==> src/hdl/mcl_pkg.sv <==
// ----------------------------------------------------------------------------
// mcl_pkg
// constants, key codes and default user codes of the code lock
// ----------------------------------------------------------------------------
package mcl_pkg;

	localparam int NUM_USERS   = 5;
	localparam int CODE_DIGITS = 4;

	localparam int CODE_W     = 4 * CODE_DIGITS;
	localparam int CNT_W      = $clog2(CODE_DIGITS + 1);
	localparam int USER_W     = $clog2(NUM_USERS + 1);
	localparam int USER_IDX_W = (NUM_USERS > 1) ? $clog2(NUM_USERS) : 1;
	localparam int KEY_W      = 4;
	localparam int NUM_KEYS   = 13;
	localparam int NUM_DEFS   = 9;

	typedef logic [KEY_W-1:0]      key_t;
	typedef logic [CODE_W-1:0]     code_t;
	typedef logic [USER_IDX_W-1:0] user_idx_t;

	localparam key_t K_DIGIT_MAX = 4'd9;
	localparam key_t K_POWER     = 4'd10;
	localparam key_t K_STAR      = 4'd11;
	localparam key_t K_HASH      = 4'd12;
	localparam key_t K_NONE      = 4'd15;

	localparam logic [2:0] MODE_LOCKED  = 3'd0;
	localparam logic [2:0] MODE_SELECT  = 3'd1;
	localparam logic [2:0] MODE_CODE    = 3'd2;
	localparam logic [2:0] MODE_MENU    = 3'd3;
	localparam logic [2:0] MODE_NEWCODE = 3'd4;
	localparam logic [2:0] MODE_ENTERED = 3'd5;

	localparam logic [1:0] EV_NONE    = 2'd0;
	localparam logic [1:0] EV_GRANT   = 2'd1;
	localparam logic [1:0] EV_DENY    = 2'd2;
	localparam logic [1:0] EV_CHANGED = 2'd3;

	localparam logic [31:0] KEY_CODES [NUM_KEYS] = '{
		32'h01FEE01F, 32'h01FE50AF, 32'h01FED827, 32'h01FEF807, 32'h01FE30CF,
		32'h01FEB04F, 32'h01FE708F, 32'h01FE00FF, 32'h01FEF00F, 32'h01FE9867,
		32'h01FE48B7, 32'h01FE58A7, 32'h01FE7887
	};

	localparam logic [31:0] DEFAULT_CODES [NUM_DEFS] = '{
		32'h1234, 32'h2345, 32'h3456, 32'h1111, 32'h2222,
		32'h0, 32'h0, 32'h0, 32'h0
	};

	typedef struct packed {
		logic      en;
		user_idx_t idx;
		code_t     data;
	} store_wr_t;

endpackage

==> src/hdl/mcl_key_dec.sv <==
// ----------------------------------------------------------------------------
// mcl_key_dec
// maps a raw remote code to a key number, K_NONE when unknown
// ----------------------------------------------------------------------------
module mcl_key_dec (
	input  logic [31:0]  ir_code,
	output mcl_pkg::key_t key
);
	import mcl_pkg::*;

	always_comb begin
		key = K_NONE;
		for (int i = 0; i < NUM_KEYS; i++) begin
			if (ir_code == KEY_CODES[i]) begin
				key = KEY_W'(i);
			end
		end
	end

endmodule

==> src/hdl/mcl_code_store.sv <==
// ----------------------------------------------------------------------------
// mcl_code_store
// per-user code registers, reset to the default codes
// ----------------------------------------------------------------------------
module mcl_code_store (
	input  logic                 clk,
	input  logic                 arst_n,
	input  mcl_pkg::store_wr_t   wr,
	input  mcl_pkg::user_idx_t   rd_idx,
	output mcl_pkg::code_t       rd_data
);
	import mcl_pkg::*;

	code_t codes_q [NUM_USERS];

	always_ff @(posedge clk or negedge arst_n) begin
		if (!arst_n) begin
			for (int i = 0; i < NUM_USERS; i++) begin
				codes_q[i] <= DEFAULT_CODES[i][CODE_W-1:0];
			end
		end else if (wr.en && (int'(wr.idx) < NUM_USERS)) begin
			codes_q[wr.idx] <= wr.data;
		end
	end

	always_comb begin
		rd_data = '0;
		for (int i = 0; i < NUM_USERS; i++) begin
			if (int'(rd_idx) == i) begin
				rd_data = codes_q[i];
			end
		end
	end

endmodule

==> src/hdl/multi_user_code_lock_fsm_unit.sv <==
// ----------------------------------------------------------------------------
// multi_user_code_lock_fsm_unit
// multi-user code lock: remote key decode, user select, code check and change
//
//   channel  dir  handshake           word
//   ir       in   ir_valid/ir_stall   ir_code
//   res      out  res_valid/res_stall mode, event_res, digits_entered,
//                                     selected_user, key_known
//
// one word per cycle while ir_stall is low; a result is registered after its word is taken
// (input register, then lock state update into the result register)
// ir_stall is high while a result waits with res_stall high
// arst_n puts the lock in locked mode and reloads the default user codes
// ----------------------------------------------------------------------------
module multi_user_code_lock_fsm_unit (
	input  logic        clk,
	input  logic        arst_n,
	input  logic        ir_valid,
	output logic        ir_stall,
	input  logic [31:0] ir_code,
	output logic        res_valid,
	input  logic        res_stall,
	output logic [2:0]  mode,
	output logic [1:0]  event_res,
	output logic [2:0]  digits_entered,
	output logic [2:0]  selected_user,
	output logic        key_known
);
	import mcl_pkg::*;

	typedef enum logic [2:0] {
		ST_LOCKED  = MODE_LOCKED,
		ST_SELECT  = MODE_SELECT,
		ST_CODE    = MODE_CODE,
		ST_MENU    = MODE_MENU,
		ST_NEWCODE = MODE_NEWCODE,
		ST_ENTERED = MODE_ENTERED
	} st_t;

	st_t               st_q, st_nxt;
	logic [USER_W-1:0] user_q, user_nxt;
	code_t             digits_q, digits_nxt;
	logic [CNT_W-1:0]  count_q, count_nxt;
	logic [1:0]        ev_nxt;

	logic        valid_s1;
	logic [31:0] code_s1;
	logic        valid_s2;
	logic [2:0]  mode_s2;
	logic [1:0]  event_s2;
	logic [2:0]  digits_s2;
	logic [2:0]  user_s2;
	logic        known_s2;

	logic      adv;
	key_t      key;
	code_t     stored;
	store_wr_t wr;
	logic      user_ok;
	logic      is_digit;
	logic      full;
	code_t     shifted;

	assign adv      = !(valid_s2 && res_stall);
	assign ir_stall = !adv;

	mcl_key_dec u_key_dec (
		.ir_code (code_s1),
		.key     (key)
	);

	mcl_code_store u_code_store (
		.clk     (clk),
		.arst_n  (arst_n),
		.wr      (wr),
		.rd_idx  (USER_IDX_W'(user_q - 1'b1)),
		.rd_data (stored)
	);

	assign user_ok  = (user_q != '0) && (int'(user_q) <= NUM_USERS);
	assign is_digit = (key <= K_DIGIT_MAX);
	assign full     = (int'(count_q) == CODE_DIGITS);
	assign shifted  = CODE_W'({digits_q, key});

	always_comb begin
		st_nxt     = st_q;
		user_nxt   = user_q;
		digits_nxt = digits_q;
		count_nxt  = count_q;
		ev_nxt     = EV_NONE;
		wr.en      = 1'b0;
		wr.idx     = USER_IDX_W'(user_q - 1'b1);
		wr.data    = digits_q;
		if (key != K_NONE) begin
			unique case (st_q)
				ST_LOCKED: begin
					if (key == K_POWER) begin
						st_nxt   = ST_SELECT;
						user_nxt = '0;
					end
				end
				ST_SELECT: begin
					if (is_digit && key != '0) begin
						if (int'(key) <= NUM_USERS) begin
							user_nxt = USER_W'(key);
						end
					end else if (key == K_HASH) begin
						if (user_ok) begin
							st_nxt     = ST_CODE;
							digits_nxt = '0;
							count_nxt  = '0;
						end
					end else if (key == K_STAR) begin
						st_nxt     = ST_LOCKED;
						user_nxt   = '0;
						digits_nxt = '0;
						count_nxt  = '0;
					end
				end
				ST_CODE, ST_NEWCODE: begin
					if (is_digit) begin
						if (!full) begin
							digits_nxt = shifted;
							count_nxt  = count_q + 1'b1;
						end
					end else if (key == K_HASH) begin
						if (full) begin
							digits_nxt = '0;
							count_nxt  = '0;
							st_nxt     = ST_SELECT;
							if (st_q == ST_NEWCODE) begin
								wr.en  = user_ok;
								ev_nxt = EV_CHANGED;
							end else if (user_ok && digits_q == stored) begin
								st_nxt = ST_MENU;
								ev_nxt = EV_GRANT;
							end else begin
								ev_nxt = EV_DENY;
							end
						end
					end else if (key == K_STAR) begin
						st_nxt     = (st_q == ST_NEWCODE) ? ST_MENU : ST_SELECT;
						digits_nxt = '0;
						count_nxt  = '0;
					end
				end
				ST_MENU: begin
					if (key == KEY_W'(1)) begin
						st_nxt     = ST_NEWCODE;
						digits_nxt = '0;
						count_nxt  = '0;
					end else if (key == KEY_W'(2)) begin
						st_nxt = ST_ENTERED;
					end else if (key == K_STAR) begin
						st_nxt     = ST_LOCKED;
						user_nxt   = '0;
						digits_nxt = '0;
						count_nxt  = '0;
					end
				end
				ST_ENTERED: begin
					if (key == K_STAR) begin
						st_nxt     = ST_LOCKED;
						user_nxt   = '0;
						digits_nxt = '0;
						count_nxt  = '0;
					end
				end
				default: begin
					st_nxt     = ST_LOCKED;
					user_nxt   = '0;
					digits_nxt = '0;
					count_nxt  = '0;
				end
			endcase
		end
		if (!(valid_s1 && adv)) begin
			wr.en = 1'b0;
		end
	end

	always_ff @(posedge clk or negedge arst_n) begin
		if (!arst_n) begin
			st_q      <= ST_LOCKED;
			user_q    <= '0;
			digits_q  <= '0;
			count_q   <= '0;
			valid_s1  <= 1'b0;
			code_s1   <= '0;
			valid_s2  <= 1'b0;
			mode_s2   <= MODE_LOCKED;
			event_s2  <= EV_NONE;
			digits_s2 <= '0;
			user_s2   <= '0;
			known_s2  <= 1'b0;
		end else if (adv) begin
			valid_s1 <= ir_valid;
			code_s1  <= ir_code;
			valid_s2 <= valid_s1;
			if (valid_s1) begin
				st_q      <= st_nxt;
				user_q    <= user_nxt;
				digits_q  <= digits_nxt;
				count_q   <= count_nxt;
				mode_s2   <= st_nxt;
				event_s2  <= ev_nxt;
				digits_s2 <= (st_nxt == ST_CODE || st_nxt == ST_NEWCODE) ?
					3'(count_nxt) : 3'd0;
				user_s2   <= 3'(user_nxt);
				known_s2  <= (key != K_NONE);
			end
		end
	end

	assign res_valid      = valid_s2;
	assign mode           = mode_s2;
	assign event_res      = event_s2;
	assign digits_entered = digits_s2;
	assign selected_user  = user_s2;
	assign key_known      = known_s2;

endmodule

==> config.mk <==
export PLATFORM = sky130hd
export DESIGN_NAME = multi_user_code_lock_fsm_unit
export DESIGN_NICKNAME = d
export VERILOG_FILES = /design/src/hdl/mcl_pkg.sv /design/src/hdl/mcl_key_dec.sv /design/src/hdl/mcl_code_store.sv /design/src/hdl/multi_user_code_lock_fsm_unit.sv
export SDC_FILE = /design/constraint.sdc
export NUM_CORES = 1
export LEC_CHECK = 0
export BUFFER_PORTS_ARGS = -buffer_cell sky130_fd_sc_hd__buf_4
export CORE_ASPECT_RATIO = 1.2
export CORE_MARGIN = 3
export CORE_UTILIZATION = 59
export CTS_CLUSTER_SIZE = 28
export DETAILED_ROUTE_END_ITERATION = 8
export GPL_TIMING_DRIVEN = 0
export PLACE_DENSITY = 0.78
export RECOVER_POWER = 100
export SYNTH_ARGS = -nofsm -noshare
export SYNTH_HDL_FRONTEND = slang
export SYNTH_SLANG_ARGS = --single-unit
==> constraint.sdc <==
create_clock -name clk -period 4.3 [get_ports clk]
set_input_delay 0.215 -clock clk [delete_from_list [all_inputs] [get_ports clk]]
set_output_delay 0.215 -clock clk [all_outputs]
set_load 0.005 [all_outputs]
==> results.yml <==
floorplanning:
  design.core.area_um2: 12800
  io_pins: 50
  num_rows: 45
  die_area_um2: 14700
  die_w_um: 111
  initial_core_util_pct: 61.2
  chipHeight_um: 132
worst_setup_path:
  cp_common_cell: "clkbuf_1"
  ff2ff_path_depth: 13
  required_ps: 4640
  path_class: "reg2reg"
  path_buf_inv: 4
  slowest_stage: "dfrtp_2"
  cp_max_fo: 10
  cp-start-kind: "flip-flop"
  crit_chain: "inv_1 -> ha_1 -> clkbuf_1 -> nor2b_1 -> clkbuf_1 -> clkbuf_2 -> a221oi_1 -> o311ai_0 -> xor2_1 -> nor4_2 -> nand4_1 -> o31a_1 -> o21ai_0"
  critPathTopFamily: "buffers and inverters"
  arrival_ps: 4400
  cp.depth: 13
  cpPeakStageDelay_ps: 510
  endpoint_kind: "flip-flop"
hold_path:
  min_path_cells: 3
  hold_class: "in2reg"
clock_network:
  cts-root-buf: "clkbuf_16"
  clkLatencyLatePin_ps: 430
  cts-htree-levels: 4
  cts_tree: "yes"
  cts_num_sinks: 145
  ctsLongestPathBuffers: 2
  numCtsBuffers: 17
  clkSlewWorstSetupHoldPaths_ps: 60
  cts_setup_buffers: 0
synth:
  synth_top_family_by_area: "simple AND/OR/NAND/NOR gates"
  synth.mux.area_fraction_pct: 16.6
  synth_xor_area_share_pct: 2.21
  yosysSeqAreaShare_pct: 46.6
  syn_inst: 708
  synth_seq_cells: 145
  syn_area_um2: 7860
  synth_edf_count: 0
  syn_nets: 752
  synth_fa_ha_area_share_pct: 1.40
  synthFlopType: "dfrtp_1"
  synthSimpleGateAreaFrac_pct: 17.4
  yosysUniqueCellTypes: 79
  yosys_warnings: 0
  syn_area_per_cell_um2: 11.1
  synth-async-reset-ratio_pct: 100
  synth_compound_area_share_pct: 12.2
outcome:
  run_status: "finished, violations left"
  violations: "max-capacitance violations, max-slew violations"
drt:
  wl_met1_mm: 7.80
  wl_met3_um: 959
  first_pass_iters: 5
  met2_length_mm: 10.5
  drt-vias-per-instance: 6.33
  drt_iter0_markers: 530
  antenna_left: 0
  post-route-drc-count: 0
  routed_wirelength_mm: 20.0
  vias: 6041
  highest_layer: "met4"
  wl_per_cell_um: 21.0
placement:
  place_hpwl_mm: 14.2
  dp_cells: 922
  place_congestion: 0.955
  io_buffers: 49
  pre_cts_ws_ps: -124
sta:
  maxSlewHeadroom_pct: -116
  tns_ps: 0
  setup_slack_ps: 242
  min_period_ps: 4060
  max_clock_freq_mhz: 246
  finalSetupViolCount: 0
  drv_slew: 61
  finClkSkew_ps: 9.41
  worst_pin_slew_ps: 3250
  holdWs_ps: 9.67
  hold_violations: 0
  rsz0062_at_grt: "false"
  fin_crit_sh_pct: 94.4
layout:
  layout_common_cells: "118 x dfrtp_1, 114 x mux2_2, 50 x nand3_1, 42 x nand2_1, 37 x buf_4"
  area_growth_pct: 16.8
  drive_above_1_share_pct: 32.1
  fin_cells: 955
  nets: 822
  layout_commonest_cell: "dfrtp_1"
  antenna_cells: 0
grt:
  antenna_found_initial: 0
  grt_max_degree: 86
  grtUsageTotal_pct: 28.3
  grt_pass1_vias: 6592
  grt_pass1_wl_mm: 33.2
  gr-total-overflow: 0
run:
  drv_cap: 1
power_and_ir_drop:
  ir_worst_vdd_mv: 0.248
  pwr_density_cell_nw_per_um2: 368
  p_leak_nw: 3.89
-- synthesized netlist by cell type, types with 4 or more instances --
cell | number | share of area [%]
o31ai_1 | 6 | 0.57
a221oi_1 | 16 | 1.8
mux2_2 | 115 | 16
nor3_1 | 5 | 0.32
dfrtp_1 | 119 | 38
xnor2_1 | 13 | 1.4
clkbuf_1 | 24 | 1.1
o21ai_0 | 32 | 2.0
o311ai_0 | 15 | 1.7
nand4_1 | 9 | 0.72
xor2_1 | 5 | 0.56
or4_1 | 6 | 0.57
nor2_1 | 29 | 1.4
and2_1 | 4 | 0.32
nand2b_1 | 20 | 1.6
nor2b_1 | 22 | 1.8
ha_1 | 8 | 1.3
nor4_1 | 4 | 0.32
nand2_1 | 42 | 2.0
a31oi_1 | 5 | 0.40
dfstp_2 | 26 | 8.7
nor4_4 | 5 | 1.4
a21oi_1 | 17 | 1.1
buf_6 | 5 | 0.72
a21o_1 | 5 | 0.48
nand3_1 | 50 | 3.2
inv_1 | 23 | 1.1
-- cell families (layout without fill, tap and decap cells) --
logic type,count (synthesis),after routing
AND/OR/NAND/NOR,226,226
flip-flops,145,145
XOR/XNOR,19,19
adder cells (fa/ha/maj),9,9
multiplexers,116,116
buffers and inverters,61,144
AO/OA/AOI/OAI,132,132
-- worst reg2reg max path, stage by stage, from the launching register on --
cell	delay, ps
dfrtp_2	510
inv_1	180
ha_1	240
clkbuf_1	250
nor2b_1	170
clkbuf_1	370
clkbuf_2	380
a221oi_1	140
o311ai_0	460
xor2_1	190
nor4_2	390
nand4_1	200
o31a_1	360
o21ai_0	150
-- routing by layer --
metal,global-route usage (%),vias to the layer above
li1,-,2776
met4,15.2,0
met5,0,-
met1,31.1,3007
met3,6.27,66
met2,50.7,192
-- power breakdown --
part	switching [mW]	internal [mW]	leakage, nW
Clock	0.580	1.16	0.336
Combinational	0.101	0.0927	1.71
Sequential	0.0357	1.41	1.84
-- final timing paths --
| check | to | start | slack (ps) |
|---|---|---|---|
| min in group asynchronous | u_code_store.codes_q[55]$_DFFE_PN0P_ | arst_n | 1430 |
| min | code_s1[6]$_DFFE_PN0N_ | ir_code[6] | 10 |
| max in group asynchronous | selected_user[0]$_DFFE_PN0P_ | arst_n | 800 |
| max | event_res[0]$_DFFE_PN0P_ | selected_user[0]$_DFFE_PN0P_ | 240 |
| min reg2reg | key_known$_DFFE_PN0P_ | key_known$_DFFE_PN0P_ | 500 |
| max reg2reg | event_res[0]$_DFFE_PN0P_ | selected_user[0]$_DFFE_PN0P_ | 240 |
-- metrics by stage --
| stage | utilization [%] | total power, mW | area (um^2) |
|---|---|---|---|
| global placement | 65.7 | 1.65 | 8430 |
| finish | 71.5 | 3.38 | 9180 |
| detailed placement | 65.9 | 1.66 | 8460 |
| global route | 71.5 | 3.48 | 9180 |
| CTS | 71.5 | 3.39 | 9180 |
| floorplan | - | 1.57 | 7860 |
-- layout make-up --
cell class	count	area [um^2]
plain buffers	38	198
clock buffers	18	439
clock inverters	14	258
fillers	881	3660
inverters	23	86.3
multi-input cells	502	3940
flip-flops and latches	145	3660
well taps	164	205
repair buffers	51	394
-- state kept, by name, indices dropped and copies added (netlist names) --
| register | count |
|---|---|
| valid_s1 | 1 |
| res_valid | 1 |
| mode | 3 |
| key_known | 1 |
| digits_q | 16 |
| code_s1 | 32 |
| u_code_store.codes_q | 80 |
| count_q | 3 |
| selected_user | 3 |
| event_res | 2 |
| digits_entered | 3 |
-- repair_timing --
| action | 4_1_cts | 5_1_grt |
|---|---|---|
| gates resized for setup | 2 | 4 |
| endpoints found under the setup margin | 3 | 13 |
| hold buffers | 1 | 0 |
| endpoints found under the hold margin | 53 | 0 |
Note: power is estimated with default switching activity, not from simulation.
